## config.mk

```make
export PLATFORM = sky130hd
export DESIGN_NAME = msc_sequencer
export DESIGN_NICKNAME = d
export VERILOG_FILES = /design/src/rtl/msc_pkg.sv /design/src/rtl/msc_sequencer.sv
export SDC_FILE = /design/constraint.sdc
export NUM_CORES = 1
export LEC_CHECK = 0
export BUFFER_PORTS_ARGS = -buffer_cell sky130_fd_sc_hd__buf_2
export CAP_MARGIN = 10
export CORE_AREA = 2 2 39 41
export DETAILED_ROUTE_END_ITERATION = 12
export DIE_AREA = 0 0 41 43
export GPL_TIMING_DRIVEN = 0
export PLACE_DENSITY = 0.57
export SLEW_MARGIN = 20
export SYNTH_ARGS = -nofsm -noshare
export SYNTH_HDL_FRONTEND = slang
export SYNTH_SLANG_ARGS = --single-unit
export TNS_END_PERCENT = 20
```

## constraint.sdc

```tcl
create_clock -name i_clk -period 2.05 [get_ports i_clk]
set_input_delay 0.205 -clock i_clk [delete_from_list [all_inputs] [get_ports i_clk]]
set_output_delay 0.205 -clock i_clk [all_outputs]
set_load 0.02 [all_outputs]
```

## src/rtl/msc_pkg.sv

```systemverilog
// Package for the minimum square-sum counter: widths, step codes, control and status types.
// Holds the microprogram that the sequencer steps through. Depends on nothing.
package msc_pkg;

    localparam int TARGET_W = 12;
    localparam int COUNT_W = 3;
    localparam int MAX_TARGET_DEF = 4095;
    localparam int STEP_W = 3;

    localparam logic [COUNT_W-1:0] COUNT_NONE = 3'd7;
    localparam logic [COUNT_W-1:0] OUT_OF_RANGE = 3'd7;
    localparam logic [COUNT_W-1:0] COUNT_MAX = 3'd4;

    localparam logic [STEP_W-1:0] STEP_WAIT = 3'd0;
    localparam logic [STEP_W-1:0] STEP_CHECK = 3'd1;
    localparam logic [STEP_W-1:0] STEP_VINIT = 3'd2;
    localparam logic [STEP_W-1:0] STEP_SCAN = 3'd3;
    localparam logic [STEP_W-1:0] STEP_WRITE = 3'd4;
    localparam logic [STEP_W-1:0] STEP_DELIVER = 3'd5;

    typedef enum logic [1:0] {
        HOLD_NEVER = 2'd0,
        HOLD_NO_INPUT = 2'd1,
        HOLD_OUT_BUSY = 2'd2
    } t_hold;

    typedef enum logic [2:0] {
        JMP_NEVER = 3'd0,
        JMP_ALWAYS = 3'd1,
        JMP_SHORT = 3'd2,
        JMP_MORE_SQ = 3'd3,
        JMP_MORE_V = 3'd4
    } t_jump;

    typedef struct packed {
        logic              in_ready;
        logic              init_v;
        logic              init_j;
        logic              scan;
        logic              write_v;
        logic              out_load;
        t_hold             hold;
        t_jump             jump;
        logic [STEP_W-1:0] target;
    } t_ctrl;

    typedef struct packed {
        logic in_valid;
        logic out_busy;
        logic short_path;
        logic more_sq;
        logic more_v;
    } t_stat;

    localparam t_ctrl CTRL_NOP = '{
        in_ready: 1'b0, init_v: 1'b0, init_j: 1'b0, scan: 1'b0, write_v: 1'b0,
        out_load: 1'b0, hold: HOLD_NEVER, jump: JMP_ALWAYS, target: STEP_WAIT
    };

    function automatic t_ctrl ucode(input logic [STEP_W-1:0] step);
        t_ctrl c;
        c = CTRL_NOP;
        unique case (step)
            STEP_WAIT: begin
                c.in_ready = 1'b1;
                c.hold = HOLD_NO_INPUT;
                c.jump = JMP_NEVER;
            end
            STEP_CHECK: begin
                c.init_v = 1'b1;
                c.jump = JMP_SHORT;
                c.target = STEP_DELIVER;
            end
            STEP_VINIT: begin
                c.init_j = 1'b1;
                c.jump = JMP_NEVER;
            end
            STEP_SCAN: begin
                c.scan = 1'b1;
                c.jump = JMP_MORE_SQ;
                c.target = STEP_SCAN;
            end
            STEP_WRITE: begin
                c.write_v = 1'b1;
                c.jump = JMP_MORE_V;
                c.target = STEP_VINIT;
            end
            STEP_DELIVER: begin
                c.out_load = 1'b1;
                c.hold = HOLD_OUT_BUSY;
                c.jump = JMP_ALWAYS;
                c.target = STEP_WAIT;
            end
            default: begin
                c = CTRL_NOP;
            end
        endcase
        return c;
    endfunction

endpackage

```

## src/rtl/msc_sequencer.sv

```systemverilog
// Step counter and microprogram lookup of the minimum square-sum counter.
// Depends on msc_pkg for the control word, the status word and the microprogram.
module msc_sequencer (
    input  logic           i_clk,
    input  logic           i_rst_n,
    input  msc_pkg::t_stat i_stat,
    output msc_pkg::t_ctrl o_ctrl
);
    import msc_pkg::*;

    logic [STEP_W-1:0] r_step;
    logic [STEP_W-1:0] n_step;
    t_ctrl             w_ctrl;
    logic              w_hold;
    logic              w_jump;

    assign w_ctrl = ucode(r_step);
    assign o_ctrl = w_ctrl;

    always_comb begin
        unique case (w_ctrl.hold)
            HOLD_NEVER:    w_hold = 1'b0;
            HOLD_NO_INPUT: w_hold = !i_stat.in_valid;
            HOLD_OUT_BUSY: w_hold = i_stat.out_busy;
            default:       w_hold = 1'b0;
        endcase
        unique case (w_ctrl.jump)
            JMP_NEVER:   w_jump = 1'b0;
            JMP_ALWAYS:  w_jump = 1'b1;
            JMP_SHORT:   w_jump = i_stat.short_path;
            JMP_MORE_SQ: w_jump = i_stat.more_sq;
            JMP_MORE_V:  w_jump = i_stat.more_v;
            default:     w_jump = 1'b1;
        endcase
        priority if (w_hold) begin
            n_step = r_step;
        end else if (w_jump) begin
            n_step = w_ctrl.target;
        end else begin
            n_step = r_step + 1'b1;
        end
    end

    always_ff @(posedge i_clk) begin
        if (!i_rst_n) begin
            r_step <= STEP_WAIT;
        end else begin
            r_step <= n_step;
        end
    end

`ifndef SYNTH
    a_accept_to_check: assert property (@(posedge i_clk) disable iff (!i_rst_n)
        (w_ctrl.in_ready && i_stat.in_valid) |=> (r_step == STEP_CHECK))
        else $error("accepted item did not advance to the check step");
    a_step_range: assert property (@(posedge i_clk) disable iff (!i_rst_n)
        r_step <= STEP_DELIVER)
        else $error("step counter left the microprogram");
    a_scan_exit: assert property (@(posedge i_clk) disable iff (!i_rst_n)
        (r_step == STEP_SCAN && !i_stat.more_sq) |=> (r_step == STEP_WRITE))
        else $error("scan loop did not end in the write step");
`endif

endmodule

```

==> metrics.txt, run 1 <==
Worst Setup Path Type=reg -> reg; number of cells in the finished layout apart from fillers=96; clock transition at the registers of the reported paths=0.05 ns; netlist area before placement=435.4 sq um; layout cells sized above 1=0.4500; largest area contributor in the synthesized netlist=sky130_fd_sc_hd__ha_1; Wirelength per Cell=11.58 um; Total Negative Setup Slacks=0 ns; last weighted congestion value of the routability-driven placer=0.7287; vias in the first global route=390; number of buffer cells added on primary ports=20; GRT Total Usage=0.1542; core region area=1384 sq um; hold violation count in the final report=0; floorplan die area=1763 sq um; Final Worst Setup Slack=0.1124 ns; peak supply drop=0.6273 mV; Max Buffers Root-to-Sink=2; first-pass iteration count of the detailed router=5; Cells after Synth=56; Arrival @ worst endpoint=2.10 ns; wire length of the first global-routing pass=1.821 mm; Hold Path Depth=3; HPWL after detailed placement=842.4 um; Post-Route WL=1.112 mm; TritonCTS clock tree=done; fmax=0.5161 GHz; number of clock sinks seen by CTS=3; clock buffer count from CTS=3; Die Ht=43 um; fraction of the mapped netlist area in adder cells=0.1437; Place WS=0.03649 ns; post-synthesis cell type count=28; main combinational cell family by area after synthesis=simple AND/OR/NAND/NOR gates; post-layout total power=914.4 uW; setup slack, reg-to-reg=0.11 ns; fraction of synthesized cell area in xor and xnor cells=0; sequential area share after synthesis=0.1379; syn nets=68; outcome=finished, final reports clean; Power per Cell Area=1542 nW/um^2; ports placed on the boundary=21; RR Endpoint=r_step[2]; largest registers ranked by flip-flop count=r_step: 3 flops; crit path launch=r_step[2]; max FFs per register=3; CP required=2.21 ns; largest fanout on the critical path=10; via count normalized by instance count=4.802; category of the worst setup path launch point=flip-flop; number of design rule violations left after detail routing=0; portion of netlist area occupied by mux cells=0.02586; critical path endpoint=r_step[2]; leakage power total=0.3001 nW; Root Buffer Master=sky130_fd_sc_hd__clkbuf_4; path class of the lowest-slack min-delay path=in -> reg; R2R Path Start=r_step[2]; standard-cell row count=14; Via Count=461; fin crit share=0.9452; Worst-Skew Late Latency=0.25 ns; # Max-Cap Violations=0; worst hold slack=0.2577 ns; Area Growth Syn to Fin=36.21%; number of synthesized register bits=3; Nets=93; number of cell instances on the worst register-to-register path=7; antenna viol nets, final=0; hold-fix buffers at CTS=0; number of setup violations in the final report=0; Yosys Warn Count=0; proportion of register bits with asynchronous set or reset after synthesis=0; DIE WIDTH=41 um; initial drt markers=13; initial core utilization=0.3146; kind of capture point of the worst setup path=flip-flop; slew at the pin closest to its max-slew limit=0.4376 ns; total instance count after detailed placement=92; number of fill cells=155; initial antenna violation count=0; synthesized-area fraction occupied by ao, oa, aoi and oai cells=0.2759; max-slew violations=0; count of buffers added by post-CTS timing repair for setup=0; portion of synthesized cell area occupied by the leading cell type=0.1437; number of enable flip-flop cells after synthesis=0; number of levels in the clock H-tree=1; maximum number of pins on one net before global-route repair=11; largest register by flop count=r_step; Fin Clk Skew=0.01187 ns; number of antenna diodes=0; Main synth FF type=sky130_fd_sc_hd__dfxtp_1; headroom to the max-slew limit=0.7077; gr ovfl total=0; simple logic cell fraction of the synthesized area=0.3017; Avg Synthesized Cell Area=7.775 sq um; leading cell types by total area after synthesis=sky130_fd_sc_hd__ha_1 (14%), sky130_fd_sc_hd__dfxtp_1 (14%), sky130_fd_sc_hd__a32oi_4 (6.3%); minimum period implied by the final worst setup slack=1.938 ns
-- worst min-delay path by stage --
stage	startpoint	endpoint	slack, ns
after floorplan	i_rst_n	r_step[2]	0.35
after global placement	i_rst_n	r_step[2]	0.51
after detailed placement	i_rst_n	r_step[1]	0.50
after CTS	i_rst_n	r_step[2]	0.25
after global routing	i_stat[3]	r_step[2]	0.29
final	i_rst_n	r_step[2]	0.26
-- where the power goes --
group | total [mW] | internal, mW | leakage [nW] | switching (mW)
Clock | 0.111 | 0.0734 | 0.0150 | 0.0376
Sequential | 0.0997 | 0.0802 | 0.0246 | 0.0195
Combinational | 0.704 | 0.274 | 0.261 | 0.430
Total | 0.914 | 0.427 | 0.300 | 0.487
-- cell usage in the layout (no fill, tap or decap), types with 2 or more instances in the layout --
master	n
sky130_fd_sc_hd__buf_4	4
sky130_fd_sc_hd__ha_1	3
sky130_fd_sc_hd__nor2b_1	3
sky130_fd_sc_hd__dfxtp_1	3
sky130_fd_sc_hd__a21oi_2	2
sky130_fd_sc_hd__ha_2	2
sky130_fd_sc_hd__nand3_1	2
sky130_fd_sc_hd__clkbuf_4	3
sky130_fd_sc_hd__inv_1	6
sky130_fd_sc_hd__buf_2	20
sky130_fd_sc_hd__and2_1	2
sky130_fd_sc_hd__nor2_1	3
sky130_fd_sc_hd__o21ai_0	2
sky130_fd_sc_hd__a211o_1	2
sky130_fd_sc_hd__nand2_1	7
-- cell usage after synthesis (2+ instances only) --
library cell / n
sky130_fd_sc_hd__nand2_1: 7
sky130_fd_sc_hd__inv_1: 6
sky130_fd_sc_hd__ha_1: 5
sky130_fd_sc_hd__buf_4: 3
sky130_fd_sc_hd__dfxtp_1: 3
sky130_fd_sc_hd__nor2_1: 3
sky130_fd_sc_hd__nor2b_1: 3
sky130_fd_sc_hd__a211o_1: 2
sky130_fd_sc_hd__a21oi_1: 2
sky130_fd_sc_hd__and2_1: 2
sky130_fd_sc_hd__nand3_1: 2
sky130_fd_sc_hd__o21ai_0: 2
-- per-layer routing --
layer | GRT usage | up-vias | routed length [um]
li1 | - | 240 | -
met1 | 0.2070 | 191 | 512
met2 | 0.2125 | 26 | 467
met3 | 0.06283 | 4 | 114
met4 | 0.06000 | 0 | 17
met5 | 0 | - | 0
-- kinds of logic (layout without fill, tap and decap cells) --
family | count (synthesis) | count (layout)
and+or+nand+nor | 24 | 24
DFF | 3 | 3
AOI/OAI and AO/OA | 13 | 13
buffers and inverters | 10 | 34
muxes | 1 | 1
adders and majority gates | 5 | 5
-- stage by stage --
step                      area [sq um]    util
final                            593.1  0.4286
after global routing             593.1  0.4286
after CTS                        581.8  0.4204
after detailed placement         555.5  0.4014
after global placement           555.5  0.4014
after floorplan                  435.4       -
-- cell type report --
cell class | count | area, sq um | share of cell area
Tap cell | 16 | 20.02 | 0.03376
Multi-Input combinational cell | 43 | 334.1 | 0.5633
Sequential cell | 3 | 60.06 | 0.1013
Buffer | 4 | 30.03 | 0.05063
Clock buffer | 4 | 26.28 | 0.04430
Inverter | 6 | 22.52 | 0.03797
Timing Repair Buffer | 20 | 100.1 | 0.1688
-- worst max-delay path, cell delays in order (launching register included) --
cell,delay [ns]
sky130_fd_sc_hd__dfxtp_1,0.31
sky130_fd_sc_hd__buf_4,0.17
sky130_fd_sc_hd__inv_1,0.07
sky130_fd_sc_hd__ha_2,0.22
sky130_fd_sc_hd__or3b_1,0.43
sky130_fd_sc_hd__a32oi_4,0.29
sky130_fd_sc_hd__nand3b_2,0.12
sky130_fd_sc_hd__a311oi_2,0.23
-- timing repair --
action | CTS | global route
endpoints found under the hold margin | 0 | 0
gates resized for setup | 0 | 5
setup endpoints to repair | 0 | 5
Power figures use the tool's default switching activity.
==> run 2: changes to the inputs <==
Clock period 2.05 ns to 2.25 ns, I/O delays scaled along.
==> metrics.txt, run 2 (synthesis gave the netlist of run 1 again) <==
outcome=finished, final reports clean; sequential power share=0.109 (about the same); GRT Total Usage=0.1542 (unchanged); count of buffers added by post-CTS timing repair for setup=0 (unchanged); fmax=0.4944 GHz (-4.2%); CP required=2.41 ns (+0.20 ns); RSZ-0062 raised after global routing=false; path class of the lowest-slack min-delay path=in -> reg; vias in the first global route=390 (unchanged); Total Negative Setup Slacks=0 ns (unchanged); initial antenna violation count=0 (unchanged); Hold Path Depth=3 (unchanged); Clk pwr share=0.122 (about the same); number of cell instances on the worst register-to-register path=7 (unchanged); slew at the pin closest to its max-slew limit=0.4375 ns (-0.00004447 ns); Wirelength per Cell=11.40 um (-1.6%); number of clock sinks seen by CTS=3 (unchanged); number of setup violations in the final report=0 (unchanged); power share of the combinational group=0.768 (-0.002); most frequent cells in the layout=sky130_fd_sc_hd__buf_2 (21), sky130_fd_sc_hd__nand2_1 (7), sky130_fd_sc_hd__inv_1 (6); Power per Cell Area=1417 nW/um^2 (-8.1%); leakage power total=0.3034 nW (+1.1%); Worst Setup Path Type=reg -> reg; gr ovfl total=0 (unchanged); TritonCTS clock tree=done; Post-Route WL=1.094 mm (-1.6%); setup slack, reg-to-reg=0.23 ns (+0.12 ns); RR Endpoint=r_step[2]; minimum period implied by the final worst setup slack=2.023 ns (+0.08497 ns); number of cells in the finished layout apart from fillers=96 (unchanged); Worst-Skew Late Latency=0.25 ns (about the same); # Max-Cap Violations=0 (unchanged); ports placed on the boundary=21 (unchanged); hold violation count in the final report=0 (unchanged); Place WS=0.2365 ns (+0.2000 ns); number of gates resized after CTS=0 (unchanged); Final Worst Setup Slack=0.2275 ns (+0.1150 ns); layout cells sized above 1=0.4125 (-0.03750); clock transition at the registers of the reported paths=0.05 ns (about the same); headroom to the max-slew limit=0.7077 (about the same); most frequent standard cell in the layout excluding fill and tap cells=sky130_fd_sc_hd__buf_2; standard-cell row count=14 (unchanged); antenna viol nets, final=0 (unchanged); wire length on met2=455 um (-2.6%); peak supply drop=0.5656 mV (-9.8%); number of buffer cells added on primary ports=20 (unchanged); maximum number of pins on one net before global-route repair=11 (unchanged); fin crit share=0.8989 (-0.04625); Nets=93 (unchanged); Root Buffer Master=sky130_fd_sc_hd__clkbuf_4; DIE WIDTH=41 um (unchanged); Fin Clk Skew=0.01364 ns (+0.001771 ns); kind of capture point of the worst setup path=flip-flop; number of levels in the clock H-tree=1 (unchanged); wire length on met1=524 um (+2.3%); Via Count=451 (-2.2%); number of antenna diodes=0 (unchanged); wire length on met3=101 um (-11%); total instance count after detailed placement=92 (unchanged); largest registers ranked by flip-flop count=r_step: 3 flops; last weighted congestion value of the routability-driven placer=0.7287 (unchanged); first-pass iteration count of the detailed router=3 (-2); wire length of the first global-routing pass=1.821 mm (unchanged); hold-fix buffers at CTS=0 (unchanged); internal cell power=384.9 uW (-9.9%); worst-case hold path end point=r_step[2]; HPWL after detailed placement=842.4 um (unchanged); R2R Path Start=r_step[2]; category of the worst setup path launch point=flip-flop; min-delay src=i_rst_n; net switching fraction of the power=0.5331 (about the same); Arrival @ worst endpoint=2.18 ns (+0.08 ns); worst hold slack=0.2778 ns (+0.02007 ns); Die Ht=43 um (unchanged); Area Growth Syn to Fin=33.62%; clock buffer count from CTS=3 (unchanged); largest register by flop count=r_step; initial drt markers=5 (-8); number of fill cells=154 (-0.65%); core region area=1384 sq um (unchanged); number of design rule violations left after detail routing=0 (unchanged); Max Buffers Root-to-Sink=2 (unchanged); largest fanout on the critical path=10 (unchanged); max-slew violations=0 (unchanged); Max Used Layer=met4; max FFs per register=3 (unchanged); switching power summed over all nets=439.4 uW (-9.8%); initial core utilization=0.3146 (unchanged); via count normalized by instance count=4.698 (-2.2%); floorplan die area=1763 sq um (unchanged)
==> run 2: per-stage QoR <==
step	power, mW	cell area, sq um	utilization
floorplan	0.5605	435.4	-
global placement	0.7199	555.5	0.4014
detailed placement	0.7252	555.5	0.4014
CTS	0.8287	581.8	0.4204
global route	0.9063	581.8	0.4204
finish	0.8242	581.8	0.4204
==> run 2: how the worst max path moves through the flow <==
stage                   start        end  slack [ns]  depth (start not counted)
finish              r_step[2]  r_step[2]        0.23                          7
global route        r_step[2]  r_step[2]        0.09                          7
global placement    r_step[2]  r_step[2]        0.27                          7
CTS                 r_step[2]  r_step[2]        0.23                          7
floorplan           r_step[0]  r_step[2]        0.32                          6
detailed placement  r_step[2]  r_step[2]        0.24                          7
==> run 2: final cells by class <==
type	instances	area (sq um)	share of cell area
Timing Repair Buffer	20	100.1	0.1720
Buffer	4	27.53	0.04731
Clock buffer	4	26.28	0.04516
Tap cell	16	20.02	0.03441
Inverter	6	22.52	0.03871
Multi-Input combinational cell	43	325.3	0.5591
Sequential cell	3	60.06	0.1032
==> run 2: layer usage <==
metal	global-route usage	up-vias
met2	0.2125	20
met1	0.2070	187
met5	0	-
met4	0.06000	0
li1	-	242
met3	0.06283	2
==> run 2: critical path: stages, from the launching register on <==
cell                       delay (ns)
sky130_fd_sc_hd__dfxtp_1         0.31
sky130_fd_sc_hd__buf_2           0.22
sky130_fd_sc_hd__inv_1           0.08
sky130_fd_sc_hd__ha_1            0.27
sky130_fd_sc_hd__or3b_1          0.44
sky130_fd_sc_hd__a32oi_4         0.26
sky130_fd_sc_hd__nand3b_2        0.11
sky130_fd_sc_hd__a311oi_2        0.23
==> run 2: power by group through the flow <==
stage | sequential [mW] | clock [mW] | combinational, mW
2_1_floorplan | 0.0867 | 0 | 0.474
3_3_place_gp | 0.0905 | 0 | 0.629
3_5_place_dp | 0.0908 | 0 | 0.634
4_1_cts | 0.0899 | 0.103 | 0.636
5_1_grt | 0.0931 | 0.107 | 0.706
6_report | 0.0901 | 0.101 | 0.633
==> run 3: changes to the inputs <==
Clock period 2.25 ns to 2 ns, I/O delays scaled along.
==> metrics.txt, run 3 (synthesis gave the netlist of run 1 again) <==
number of setup violations in the final report=0 (unchanged); Die Ht=43 um (unchanged); number of buffer cells added on primary ports=20 (unchanged); initial core utilization=0.3146 (unchanged); gr ovfl total=0 (unchanged); outcome=finished, final reports clean; most frequent standard cell in the layout excluding fill and tap cells=sky130_fd_sc_hd__buf_2; headroom to the max-slew limit=0.7076 (about the same); Max Buffers Root-to-Sink=2 (unchanged); HPWL after detailed placement=842.4 um (unchanged); setup slack, reg-to-reg=0.09 ns (-0.14 ns); number of antenna diodes=0 (unchanged); R2R Path Start=r_step[0]; Wirelength per Cell=12.01 um (+5.4%); clock buffer count from CTS=3 (unchanged); largest registers ranked by flip-flop count=r_step: 3 flops; last weighted congestion value of the routability-driven placer=0.7287 (unchanged); Post-Route WL=1.153 mm (+5.4%); hold-fix buffers at CTS=0 (unchanged); Nets=93 (unchanged); core region area=1384 sq um (unchanged); Worst Setup Path Type=reg -> reg; first-pass iteration count of the detailed router=4 (+1); peak supply drop=0.6430 mV (+14%); vias in the first global route=390 (unchanged); Power per Cell Area=1593 nW/um^2 (+12%); kind of capture point of the worst setup path=flip-flop; GRT Total Usage=0.1542 (unchanged); CP required=2.16 ns (-0.25 ns); post-layout total power=958.9 uW (+16%); ports placed on the boundary=21 (unchanged); Arrival @ worst endpoint=2.07 ns (-0.11 ns); path class of the lowest-slack min-delay path=in -> reg; RSZ-0062 raised after global routing=false; number of fill cells=159 (+3.2%); initial drt markers=12 (+7); slew at the pin closest to its max-slew limit=0.4377 ns (+0.0001824 ns); total instance count after detailed placement=92 (unchanged); number of levels in the clock H-tree=1 (unchanged); min-delay src=i_rst_n; crit path launch=r_step[0]; number of cells in the finished layout apart from fillers=96 (unchanged); Via Count=460 (+2.0%); Area Growth Syn to Fin=38.22%; number of clock sinks seen by CTS=3 (unchanged); layout cells sized above 1=0.4750 (+0.06250); fin crit share=0.9550 (+0.05608); floorplan die area=1763 sq um (unchanged); max FFs per register=3 (unchanged); leakage power total=0.2993 nW (-1.3%); number of design rule violations left after detail routing=0 (unchanged); largest fanout on the critical path=6 (-4); antenna viol nets, final=0 (unchanged); initial antenna violation count=0 (unchanged); wire length of the first global-routing pass=1.821 mm (unchanged); # Max-Cap Violations=0 (unchanged); TritonCTS clock tree=done; Worst-Skew Late Latency=0.25 ns (about the same); fmax=0.5236 GHz (+5.9%); Fin Clk Skew=0.01304 ns (-0.0005990 ns); count of buffers added by post-CTS timing repair for setup=0 (unchanged); most frequent cells in the layout=sky130_fd_sc_hd__buf_2 (20), sky130_fd_sc_hd__nand2_1 (7), sky130_fd_sc_hd__inv_1 (6); standard-cell row count=14 (unchanged); max-slew violations=0 (unchanged); maximum number of pins on one net before global-route repair=11 (unchanged); hold violation count in the final report=0 (unchanged); minimum period implied by the final worst setup slack=1.910 ns (-0.1126 ns); largest register by flop count=r_step; DIE WIDTH=41 um (unchanged); Root Buffer Master=sky130_fd_sc_hd__clkbuf_4; category of the worst setup path launch point=flip-flop; clock transition at the registers of the reported paths=0.05 ns (about the same); via count normalized by instance count=4.792 (+2.0%)
==> run 3: changes by cell type in the layout (fill, tap and decap cells not counted) <==
cell                      before  now
sky130_fd_sc_hd__ha_1          5    2
sky130_fd_sc_hd__ha_2          0    3
sky130_fd_sc_hd__a21oi_1       2    1
sky130_fd_sc_hd__a21oi_2       1    2
sky130_fd_sc_hd__buf_2        21   20
sky130_fd_sc_hd__buf_6         0    1
sky130_fd_sc_hd__or3b_1        1    0
sky130_fd_sc_hd__or3b_4        0    1
==> run 3: through the flow <==
step | TNS, ns | utilization | hold slack [ns] | worst slack (ns) | instance area (sq um)
detailed placement | -0.01351 | 0.4014 | 0.4994 | -0.01351 | 555.5
finish | 0 | 0.4349 | 0.2541 | 0.09002 | 601.8
CTS | 0 | 0.4222 | 0.2485 | 0.005568 | 584.3
floorplan | 0 | - | 0.3470 | 0.06613 | 435.4
global placement | 0 | 0.4014 | 0.5044 | 0.01543 | 555.5
global route | 0 | 0.4349 | 0.2833 | 0.004925 | 601.8
==> run 3: final timing paths <==
kind	endpoint	depth (start not counted)
worst max-delay path	r_step[2]	6
worst min-delay path	r_step[2]	3
worst max register to register	r_step[2]	6
worst min register to register	r_step[0]	2
==> run 3: area by class of cell <==
type / count / area (sq um) / share of cell area
Multi-Input combinational cell: 43 / 339.1 / 0.5634
Timing Repair Buffer: 20 / 100.1 / 0.1663
Sequential cell: 3 / 60.06 / 0.09979
Buffer: 4 / 33.78 / 0.05613
Clock buffer: 4 / 26.28 / 0.04366
Inverter: 6 / 22.52 / 0.03742
Tap cell: 16 / 20.02 / 0.03326
==> run 3: power breakdown <==
group	leakage, nW	switching, mW	internal [mW]
Clock	0.0150	0.0383	0.0752
Sequential	0.0246	0.0228	0.0823
Combinational	0.260	0.444	0.296
Total	0.299	0.505	0.454
==> run 3: repair_timing <==
| action | CTS | global route |
|---|---|---|
| setup endpoints to repair | 1 | 5 |
| cloned | 0 | 0 |
| pin swaps | 0 | 1 |
| resized for setup | 1 | 6 |
==> run 3: metal layers <==
| metal | share of wire | GRT usage | routed length, um | up-vias |
|---|---|---|---|---|
| met1 | 0.47 | 0.2070 | 543 | 195 |
| met5 | 0 | 0 | 0 | - |
| met2 | 0.43 | 0.2125 | 492 | 22 |
| met3 | 0.089 | 0.06283 | 103 | 2 |
| li1 | - | - | - | 241 |
| met4 | 0.010 | 0.06000 | 12 | 0 |
==> run 3: worst max-delay path, cell delays in order, from the launching register on <==
cell and delay [ns]:
sky130_fd_sc_hd__dfxtp_1 0.34, sky130_fd_sc_hd__ha_2 0.23, sky130_fd_sc_hd__ha_2 0.22, sky130_fd_sc_hd__or3b_4 0.41, sky130_fd_sc_hd__a32oi_4 0.28, sky130_fd_sc_hd__nand3b_2 0.11
sky130_fd_sc_hd__a311oi_2 0.23
